===== config.mk =====
export PLATFORM = sky130hd
export DESIGN_NAME = sorted_block_entry_parser_core
export DESIGN_NICKNAME = d
export VERILOG_FILES = /design/src/sv/sbep_pkg.sv /design/src/sv/sbep_step.sv /design/src/sv/sorted_block_entry_parser_core.sv
export VERILOG_INCLUDE_DIRS = /design/src /design/src/sv
export SDC_FILE = /design/constraint.sdc
export NUM_CORES = 1
export LEC_CHECK = 0
export BUFFER_PORTS_ARGS = -buffer_cell sky130_fd_sc_hd__buf_2
export CAP_MARGIN = 20
export CORE_ASPECT_RATIO = 0.75
export CORE_MARGIN = 3
export CORE_UTILIZATION = 45
export CTS_CLUSTER_SIZE = 28
export DETAILED_ROUTE_END_ITERATION = 10
export SLEW_MARGIN = 0
export SYNTH_ARGS = -nofsm -noshare
export SYNTH_HDL_FRONTEND = slang
export SYNTH_SLANG_ARGS = --single-unit
export TNS_END_PERCENT = 30

===== constraint.sdc =====
create_clock -name clk -period 21.9 [get_ports clk]
set_input_delay 6.57 -clock clk [delete_from_list [all_inputs] [get_ports clk]]
set_output_delay 6.57 -clock clk [all_outputs]
set_load 0.02 [all_outputs]

===== src/sv/sorted_block_entry_parser_core_assert.svh =====
`ifndef SORTED_BLOCK_ENTRY_PARSER_CORE_ASSERT_SVH
`define SORTED_BLOCK_ENTRY_PARSER_CORE_ASSERT_SVH

// Same-cycle implication, sampled on clk and disabled while rst_n is low.
`define SBEP_ASSERT_IMP(label, cond, conseq) \
  label: assert property (@(posedge clk) disable iff (!rst_n) (cond) |-> (conseq)) \
    else $error("sbep: same-cycle check failed");

// Next-cycle implication, sampled on clk and disabled while rst_n is low.
`define SBEP_ASSERT_NXT(label, cond, conseq) \
  label: assert property (@(posedge clk) disable iff (!rst_n) (cond) |=> (conseq)) \
    else $error("sbep: next-cycle check failed");

`endif


===== src/sv/sbep_pkg.sv =====
package sbep_pkg;

  localparam int unsigned OFFS_W = 17;
  localparam int unsigned LEN_W = 32;
  localparam int unsigned FIELD_W = 16;
  localparam int unsigned BLOCK_BYTES_LIMIT_DEF = 65536;
  localparam int unsigned CFG_ADDR_W = 3;

  // Parse phases.
  localparam logic [2:0] PH_SHARED = 3'd0;
  localparam logic [2:0] PH_DELTA  = 3'd1;
  localparam logic [2:0] PH_VALUE  = 3'd2;
  localparam logic [2:0] PH_KEY    = 3'd3;
  localparam logic [2:0] PH_VAL    = 3'd4;
  localparam logic [2:0] PH_HALT   = 3'd5;

  // Result kinds.
  localparam logic [1:0] KIND_HEADER  = 2'd0;
  localparam logic [1:0] KIND_KEY     = 2'd1;
  localparam logic [1:0] KIND_VALUE   = 2'd2;
  localparam logic [1:0] KIND_CORRUPT = 2'd3;

  // Register index decoded from the word address.
  localparam logic REG_DATA_LENGTH = 1'b0;

  typedef struct packed {
    logic [2:0]        phase;
    logic [OFFS_W-1:0] offset;
    logic [LEN_W-1:0]  accum;
    logic [2:0]        count;
    logic [LEN_W-1:0]  shared_len;
    logic [LEN_W-1:0]  delta_len;
    logic [OFFS_W-1:0] value_len;
    logic [OFFS_W-1:0] body_count;
    logic [OFFS_W-1:0] prev_key_len;
  } sbep_state_t;

  typedef struct packed {
    logic               valid;
    logic [1:0]         kind;
    logic [7:0]         data_byte;
    logic [FIELD_W-1:0] position;
    logic [FIELD_W-1:0] shared_bytes;
    logic [FIELD_W-1:0] delta_bytes;
    logic [FIELD_W-1:0] value_bytes;
    logic               entry_done;
    logic               block_done;
  } sbep_res_t;

endpackage


===== src/sv/sbep_step.sv =====
module sbep_step (
  input  sbep_pkg::sbep_state_t st_i,
  input  logic [7:0]            byte_i,
  input  logic                  start_i,
  input  logic [16:0]           lim_i,
  output sbep_pkg::sbep_state_t st_o,
  output sbep_pkg::sbep_res_t   res_o
);
  import sbep_pkg::*;

  sbep_state_t       s;
  logic [OFFS_W-1:0] rem;
  logic [LEN_W-1:0]  acc;
  logic [2:0]        cnt1;
  logic [LEN_W:0]    body_sum;
  logic [OFFS_W-1:0] body1;
  logic              bad_len;
  logic              corrupt;

  // Merge the low seven bits of a varint byte in at its group position.
  function automatic logic [LEN_W-1:0] shift_in(input logic [LEN_W-1:0] a,
                                                input logic [6:0] b,
                                                input logic [2:0] n);
    logic [LEN_W-1:0] v;
    v = a;
    case (n)
      3'd0:    v = a | {25'd0, b};
      3'd1:    v = a | {18'd0, b, 7'd0};
      3'd2:    v = a | {11'd0, b, 14'd0};
      3'd3:    v = a | {4'd0, b, 21'd0};
      3'd4:    v = a | {b[3:0], 28'd0};
      default: v = a;
    endcase
    return v;
  endfunction

  always_comb begin
    s = start_i ? '0 : st_i;
    st_o = s;
    res_o = '0;
    corrupt = 1'b0;
    rem = lim_i - s.offset - 17'd1;
    acc = shift_in(s.accum, byte_i[6:0], s.count);
    cnt1 = s.count + 3'd1;
    body_sum = {1'b0, s.delta_len} + {1'b0, acc};
    bad_len = (body_sum > {16'd0, rem}) || (s.shared_len > {15'd0, s.prev_key_len});
    body1 = s.body_count + 17'd1;

    if (s.phase <= PH_VAL) begin
      if (s.offset >= lim_i) begin
        st_o.phase = PH_HALT;
      end else begin
        st_o.offset = s.offset + 17'd1;
        if (s.phase <= PH_VALUE) begin
          if (s.phase == PH_SHARED && s.count == 3'd0 && rem < 17'd2) begin
            corrupt = 1'b1;
          end else if (byte_i[7]) begin
            if (cnt1 >= 3'd5 || rem == '0) begin
              corrupt = 1'b1;
            end else begin
              st_o.accum = acc;
              st_o.count = cnt1;
            end
          end else begin
            st_o.accum = '0;
            st_o.count = '0;
            if (s.phase == PH_SHARED) begin
              st_o.shared_len = acc;
              st_o.phase = PH_DELTA;
            end else if (s.phase == PH_DELTA) begin
              st_o.delta_len = acc;
              st_o.phase = PH_VALUE;
            end else if (bad_len) begin
              corrupt = 1'b1;
            end else begin
              // Lengths are now known to fit the region, so 17 bits hold them.
              st_o.value_len = acc[OFFS_W-1:0];
              st_o.prev_key_len = s.shared_len[OFFS_W-1:0] + s.delta_len[OFFS_W-1:0];
              st_o.body_count = '0;
              res_o.valid = 1'b1;
              res_o.kind = KIND_HEADER;
              res_o.shared_bytes = s.shared_len[FIELD_W-1:0];
              res_o.delta_bytes = s.delta_len[FIELD_W-1:0];
              res_o.value_bytes = acc[FIELD_W-1:0];
              if (s.delta_len == '0 && acc == '0) begin
                res_o.entry_done = 1'b1;
                res_o.block_done = (rem == '0);
                st_o.phase = (rem == '0) ? PH_HALT : PH_SHARED;
              end else begin
                st_o.phase = (s.delta_len != '0) ? PH_KEY : PH_VAL;
              end
            end
          end
        end else if (s.phase == PH_KEY) begin
          res_o.valid = 1'b1;
          res_o.kind = KIND_KEY;
          res_o.data_byte = byte_i;
          res_o.position = s.shared_len[FIELD_W-1:0] + s.body_count[FIELD_W-1:0];
          if ({15'd0, body1} >= s.delta_len) begin
            st_o.body_count = '0;
            if (s.value_len == '0) begin
              res_o.entry_done = 1'b1;
              res_o.block_done = (rem == '0);
              st_o.phase = (rem == '0) ? PH_HALT : PH_SHARED;
            end else begin
              st_o.phase = PH_VAL;
            end
          end else begin
            st_o.body_count = body1;
          end
        end else begin
          res_o.valid = 1'b1;
          res_o.kind = KIND_VALUE;
          res_o.data_byte = byte_i;
          res_o.position = s.body_count[FIELD_W-1:0];
          if (body1 >= s.value_len) begin
            st_o.body_count = '0;
            res_o.entry_done = 1'b1;
            res_o.block_done = (rem == '0);
            st_o.phase = (rem == '0) ? PH_HALT : PH_SHARED;
          end else begin
            st_o.body_count = body1;
          end
        end
      end
    end

    if (corrupt) begin
      st_o.phase = PH_HALT;
      st_o.prev_key_len = '0;
      res_o = '0;
      res_o.valid = 1'b1;
      res_o.kind = KIND_CORRUPT;
      res_o.block_done = 1'b1;
    end
  end

endmodule


===== src/sv/sorted_block_entry_parser_core.sv =====
// Sorted key-value block entry parser.
// The input stream carries one word per raw byte of a block's entry region,
// with in_tuser set on the first byte of each new block; that flag clears
// the parse state before the byte is taken. The cfg_ APB port holds the
// data_length register at byte address 0, the number of entry bytes in the
// block; bytes at or beyond it (or the build-time limit) are dropped.
// For each entry the block gives one header word with the three decoded
// lengths, then one word per key delta byte and one per value byte. A bad
// entry gives a single corruption word and parsing stops until the next
// block start. out_tlast marks a corruption word or the word ending the region.
// Throughput is one input word per cycle unless the receiver stalls; each
// byte is registered in the input stage, then makes a single pass through the
// step logic before its result is registered in the output register.
// When the receiver stalls, the output register holds its word and the
// input stage takes one more word before in_tready drops.
// Synchronous reset clears both stages, the parse state and data_length.
module sorted_block_entry_parser_core #(
  parameter int unsigned BLOCK_BYTES_LIMIT = sbep_pkg::BLOCK_BYTES_LIMIT_DEF
) (
  input  logic                            clk,
  input  logic                            rst_n,
  // Input stream.
  input  logic                            in_tvalid,
  output logic                            in_tready,
  input  logic [7:0]                      in_tdata,   // [7:0] data_byte
  input  logic                            in_tuser,   // [0] start_block
  // Result stream.
  output logic                            out_tvalid,
  input  logic                            out_tready,
  // [7:0] out_byte, [23:8] position, [39:24] shared_bytes,
  // [55:40] delta_bytes, [71:56] value_bytes, [72] entry_done, rest zero
  output logic [79:0]                     out_tdata,
  output logic [1:0]                      out_tuser,  // [1:0] kind
  output logic                            out_tlast,  // block_done
  // Configuration port.
  input  logic                            cfg_psel,
  input  logic                            cfg_penable,
  input  logic                            cfg_pwrite,
  input  logic [sbep_pkg::CFG_ADDR_W-1:0] cfg_paddr,
  input  logic [31:0]                     cfg_pwdata,
  output logic [31:0]                     cfg_prdata,
  output logic                            cfg_pready
);
  import sbep_pkg::*;

  localparam int unsigned LIM_MAX = (1 << OFFS_W) - 1;
  localparam logic [OFFS_W-1:0] LIMIT_CLAMP =
    (BLOCK_BYTES_LIMIT > LIM_MAX) ? OFFS_W'(LIM_MAX) : OFFS_W'(BLOCK_BYTES_LIMIT);

  logic [OFFS_W-1:0] data_length_r;
  logic [OFFS_W-1:0] lim;

  logic              s1_valid_r;
  logic [7:0]        s1_byte_r;
  logic              s1_start_r;
  logic              s1_adv;
  logic              s1_fire;

  sbep_state_t       st_r;
  sbep_state_t       st_nxt;
  sbep_res_t         res_nxt;
  sbep_res_t         out_res_r;
  logic              out_valid_r;
  logic              out_valid_nxt;

  // Configuration register.
  assign cfg_pready = 1'b1;

  always_ff @(posedge clk) begin
    if (!rst_n) begin
      data_length_r <= '0;
    end else if (cfg_psel && cfg_penable && cfg_pwrite && cfg_pready &&
                 cfg_paddr[2] == REG_DATA_LENGTH) begin
      data_length_r <= cfg_pwdata[OFFS_W-1:0];
    end
  end

  always_comb begin
    unique case (cfg_paddr[2])
      REG_DATA_LENGTH: cfg_prdata = {{(32-OFFS_W){1'b0}}, data_length_r};
      default:         cfg_prdata = '0;
    endcase
  end

  assign lim = (data_length_r > LIMIT_CLAMP) ? LIMIT_CLAMP : data_length_r;

  // Input stage: one word of slack so a stalled result does not block input.
  assign s1_adv = !out_valid_r || out_tready;
  assign s1_fire = s1_valid_r && s1_adv;
  assign in_tready = !s1_valid_r || s1_adv;

  always_ff @(posedge clk) begin
    if (!rst_n) begin
      s1_valid_r <= 1'b0;
    end else if (in_tvalid && in_tready) begin
      s1_valid_r <= 1'b1;
    end else if (s1_fire) begin
      s1_valid_r <= 1'b0;
    end
  end

  always_ff @(posedge clk) begin
    if (in_tvalid && in_tready) begin
      s1_byte_r <= in_tdata;
      s1_start_r <= in_tuser;
    end
  end

  // Per-byte parse step.
  sbep_step u_step (
    .st_i    (st_r),
    .byte_i  (s1_byte_r),
    .start_i (s1_start_r),
    .lim_i   (lim),
    .st_o    (st_nxt),
    .res_o   (res_nxt)
  );

  always_ff @(posedge clk) begin
    if (!rst_n) begin
      st_r <= '0;
    end else if (s1_fire) begin
      st_r <= st_nxt;
    end
  end

  // Output register.
  always_comb begin
    if (s1_fire) begin
      out_valid_nxt = res_nxt.valid;
    end else if (out_tready) begin
      out_valid_nxt = 1'b0;
    end else begin
      out_valid_nxt = out_valid_r;
    end
  end

  always_ff @(posedge clk) begin
    if (!rst_n) begin
      out_valid_r <= 1'b0;
    end else begin
      out_valid_r <= out_valid_nxt;
    end
  end

  always_ff @(posedge clk) begin
    if (s1_fire && res_nxt.valid) begin
      out_res_r <= res_nxt;
    end
  end

  assign out_tvalid = out_valid_r;
  assign out_tdata = {7'd0, out_res_r.entry_done, out_res_r.value_bytes,
                      out_res_r.delta_bytes, out_res_r.shared_bytes,
                      out_res_r.position, out_res_r.data_byte};
  assign out_tuser = out_res_r.kind;
  assign out_tlast = out_res_r.block_done;

`include "sorted_block_entry_parser_core_assert.svh"

  // A corruption word always ends the block and never closes an entry.
  `SBEP_ASSERT_IMP(a_corrupt_ends_block, out_valid_r && out_res_r.kind == KIND_CORRUPT, out_res_r.block_done && !out_res_r.entry_done)
  // Header words carry lengths only.
  `SBEP_ASSERT_IMP(a_header_no_byte, out_valid_r && out_res_r.kind == KIND_HEADER, out_res_r.data_byte == 8'd0 && out_res_r.position == 16'd0)
  // A held input word stays put while the output side is stalled.
  `SBEP_ASSERT_NXT(a_s1_holds, s1_valid_r && !s1_adv, s1_valid_r)
  // A varint never collects more than four continuation bytes.
  `SBEP_ASSERT_IMP(a_varint_count, s1_valid_r, st_r.count <= 3'd4)

endmodule

* Yosys cells after proc, flatten, opt, wreduce, memory -nomap -nowiden
Cells that the tools add are included.
** Word-level totals
- Register bits :: 274
- Bits of input ports :: 51
- Output and inout port bits :: 118
- Logic and storage cells :: 154
** Operators by class
- Add/sub/neg operators :: 8
- $lt $le $gt $ge :: 10
- Equal/unequal tests :: 6
- Multiplexer cells :: 73
- Bitwise operators :: 8
- Reduce and logical (&&, ||, !) cells :: 27
** Operators by type and width (count)
- 170-bit 2-to-1 mux :: 2
- 50-bit 2-to-1 mux :: 5
- 77-bit 2-to-1 mux :: 3
- 167-bit 2-to-1 mux :: 1
- 32-bit one-hot mux with 5 select lines :: 1
- 150-bit 2-to-1 mux :: 1
- 17-bit 2-to-1 mux :: 8
- 116-bit 2-to-1 mux :: 1
- 115-bit 2-to-1 mux :: 1
- 51-bit 2-to-1 mux :: 2
- 83-bit 2-to-1 mux :: 1
- 35-bit 2-to-1 mux :: 2
- 32-bit logical NOT :: 2
- 32-bit 2-to-1 mux :: 2
- 3-bit 2-to-1 mux :: 21
- 48-bit 2-to-1 mux :: 1
- 17-bit by 1-bit adder with 17-bit output (second input constant) :: 2
- 17-bit >= comparator :: 2
- 17-bit logical NOT :: 2
- 32-bit by 32-bit adder with 33-bit output :: 1
- 33-bit by 17-bit > comparator with 1-bit output :: 1
- 17-bit by 32-bit >= comparator with 1-bit output :: 1
- 32-bit by 17-bit > comparator with 1-bit output :: 1
- 32-bit by 14-bit bitwise OR with 32-bit output :: 1
- 31 further kinds :: 67

* Logic depth before layout (Yosys ltp)
- Depth after elaboration :: 16
- Gate-level depth with buffers :: 31
- Gate-level depth less buffers :: 27

* By module
Synthesis repeated with hierarchy kept, for this count alone.
** Unflattened totals
- Cells, all modules :: 2810
- Area, all modules :: 21450.6 µm²
** Modules (own cells, without submodules)
- sbep_step :: instances 1, cells each 1798, area an instance 11305.8 µm², sequential area each 0.0 µm²
- sorted_block_entry_parser_core :: instances 1, cells each 1012, area an instance 10144.7 µm², sequential area each 6336.1 µm²

* Worst setup path after synthesis
Ideal clock, no wire load.
- Kind :: input to output
- From :: in cfg_paddr[2] in the netlist's numbering
- To :: out cfg_prdata[10]
- Data arrival time :: 7083 ps
- Required time :: 15330 ps
- Path slack :: 8247 ps
- Cell stages on the path :: 2
- Path buffers :: 1
- Path through :: clkbuf_1 nor2b_1
** On the way
- Longest elaborated chain between the ends :: 1
** RTL lines
- start, declared :: line sorted_block_entry_parser_core.sv:39 : input logic [sbep_pkg::CFG_ADDR_W-1:0] cfg_paddr,
- 17-bit 2-to-1 mux :: line sorted_block_entry_parser_core.sv:79 : unique case (cfg_paddr[2])
- end, declared :: line sorted_block_entry_parser_core.sv:41 : output logic [31:0] cfg_prdata,
Every way passes these cells.

* Worst setup path after layout
- From :: in cfg_paddr[2] in the netlist's numbering
- To :: out cfg_prdata[7]
The elaborated chain is that of the path after synthesis.

==> key figures <==
CTS
  • Setup bufs post-CTS: 0
  • Hold_buf cts: 0
  • Clock H-tree levels: 1
  • Clock latency on the worst-skew pair: approximately 600 ps
  • Worst-path clk slew: approximately 60 ps
  • Clk sinks: 274
  • Clock root cell: clkbuf_16
  • CTS Buf Count: 29
  • CTS tree: yes
  • Clock Path Buffers: 3
  • # resized after CTS: 0

Global route
  • Initial antenna violation count: 0
  • GRT Overall Usage: 0.259
  • GRT overflow: 0
  • First-pass GRT wire length: around 87 mm
  • Largest net degree at the start of global routing: 79
  • Number of global-route vias before repair: ~15,000

Synthesis
  • Synth Area per Inst: roughly 8.6 um^2
  • Sequential share of the synthesized area: 0.353
  • Post-synth EDFFs: 85
  • Post-synth top area cell: dfxtp_1
  • Yosys top cell area share: 0.211
  • Seq cells post-synth: ~270
  • Synth cell types: 90
  • Syn Inst Count: 2,098
  • Main area contributors after synthesis: dfxtp_1 (21%), edfxtp_1 (14%), ha_1 (12%)
  • Synth warnings: 0
  • Syn Std Cell Area: approximately 18,000 um^2
  • Post-synth top flop: dfxtp_1
  • Async SR Flop Fraction: 0

Timing
  • Maximum clock rate: approximately 0.073 GHz
  • Clock skew: around 34 ps
  • Final setup vio count: 0
  • Tcrit/Tclk final: 0.624
  • Hold WS: about 450 ps
  • Max-slew violations: 0
  • Min cycle time layout: 13,680 ps
  • Unrepaired setup endpoints after global routing: no
  • Worst-Margin Slew: 1090 ps
  • Worst rel slew slack: 0.270
  • Setup TNS: 0 ps
  • Final hold vios: 0

Setup path
  • Worst Path Arrival: about 7100 ps
  • Setup CP Type: primary input to primary output
  • Worst Setup End Kind: primary output
  • Launch point of the worst path: cfg_paddr[2]
  • Max FO, Critical Path: 19
  • Worst r2r src: s1_start_r
  • CP Launch Type: primary input
  • Data required, critical path: ~15,000 ps

Floorplan
  • Row count: 62
  • Die Height: between 150 and 200 um
  • DIE AREA: 42,400 um^2
  • # IOs: 169
  • Initial Util: 0.462
  • Area of the core: 38,900 um^2
  • DIE WIDTH: approximately 240 um

Route
  • DR WL/cell: between 20 and 25 um
  • Remaining DRCs: 0
  • Vias per inst: between 5 and 6
  • DRT iter0 DRCs: around 1,400
  • Routed Antenna Nets: 0
  • Drt pass-1 iters: 5
  • DR vias: 16,088
  • Detailed Route WL: approximately 56 mm

Final layout
  • Area Overhead vs Synth: 11.2%
  • Layout cells sized above 1: 0.105
  • NumNets Final: approximately 2,400
  • Number of diodes: 0
  • Post-Layout Cell Count: 2,710

Place
  • Gpl congestion: slightly above 1
  • Post-DP HPWL: between 40 and 50 mm
  • Port buffer count: 128
  • Placed Instances: ~2,700

Power
  • Peak supply drop: between 0.00005 and 0.00006 V
  • PwrDens: ~59 nW/um^2
  • Leak: roughly 8.5 nW

Run status
  • Status: finished clean

Min path
  • HP Class: flip-flop to flip-flop
  • Hold Startpoint: st_r[12]

Job
  • Number of max-cap violations: 0
==> cell usage after synthesis (all sizes together) (6+ instances only) <==
cell     number
xor2         36
a21o         34
nand4        25
o31ai         9
nor2        168
dfxtp       189
nor3         35
ha          167
o22ai        19
o211ai        9
edfxtp       85
a221o         7
o21bai        9
inv         118
a211oi       17
a31o          6
a21oi       104
o21a         12
o21ai        94
buf          49
and3         28
a21boi       26
nor4         27
nand3        49
a2111oi       6
a31oi         8
a22oi        28
or3          11
mux2i         8
nand2       267
a211o         6
nor2b        80
xnor2        48
nand2b       19
clkbuf       71
and2         27
a22o        116
==> metal layers <==
metal,global-route usage,part of all wire
met3,0.0317,0.060
met5,0,0
met4,0.0627,0.024
met2,0.414,0.44
met1,0.375,0.47
==> per-stage QoR <==
| stage | setup WS (ps) | utilization | power [mW] | area, um^2 |
|---|---|---|---|---|
| after CTS | 8220 | 0.514 | 1.18 | 20000 |
| after detailed placement | 8220 | 0.487 | 0.643 | 18900 |
| after global routing | 8170 | 0.514 | 1.21 | 20000 |
| after floorplan | 8250 | - | 0.613 | 18000 |
| final | 8220 | 0.514 | 1.17 | 20000 |
| after global placement | 8240 | 0.487 | 0.641 | 18900 |
==> path summary, 6_finish.rpt <==
check	cells after the start	slack [ps]	endpoint
worst max-delay path	3	8220	cfg_prdata[7]
worst min register to register	2	450	st_r[12]
worst max register to register	27	12770	out_tdata[69]
worst min-delay path	2	450	st_r[12]
==> placed cells by master, fill, tap and decap left out, drive strengths merged, types with 23 or more instances in the layout <==
| cell | instances |
|---|---|
| a22o | 116 |
| nor2b | 80 |
| xnor2 | 48 |
| a21boi | 26 |
| xor2 | 36 |
| nor4 | 27 |
| nand2 | 267 |
| nand3 | 49 |
| a22oi | 28 |
| conb | 23 |
| inv | 121 |
| o21ai | 94 |
| nor2 | 168 |
| and3 | 28 |
| buf | 145 |
| nor3 | 35 |
| a21o | 34 |
| edfxtp | 85 |
| dfxtp | 189 |
| a21oi | 104 |
| clkbuf | 42 |
| nand4 | 25 |
| ha | 167 |
| and2 | 27 |
==> flip-flops by register name, summed over array words and instances, names as in the netlist <==
| signal | cells |
|---|---|
| st_r | 170 |
| out_tdata | 73 |
| data_length_r | 17 |
| s1_byte_r | 8 |
| out_tuser | 2 |
| out_tlast | 1 |
| out_tvalid | 1 |
| s1_start_r | 1 |
| s1_valid_r | 1 |
==> critical path, stage by stage <==
cell and delay [ps]:
buf_2 200, nor2b_1 160, buf_2 180
==> report_power, final <==
part	switching, mW	internal, mW	total, mW
registers	0.00737	0.525	0.533
clock network	0.225	0.312	0.536
logic	0.0706	0.0303	0.101
==> kinds of logic after synthesis <==
group           after synthesis  share of synthesized area
simple gates                760                      0.202
compound gates              557                      0.221
flops                       274                      0.353
buf+inv                     239                     0.0558
fa+ha+maj                   171                      0.121
xor+xnor                     84                     0.0409
mux                          11                    0.00634
other cells                   2                   0.000418
==> final cells by class <==
type                       count  area (um^2)
sequential                   274         6340
inverter                     119          447
clock inverter                12          145
multi-input combinational   1606        10700
fill                        3738        18900
timing repair buffer         145          768
clock buffer                  42          898
tap                          512          641
Note: power is estimated with default switching activity, not from simulation.
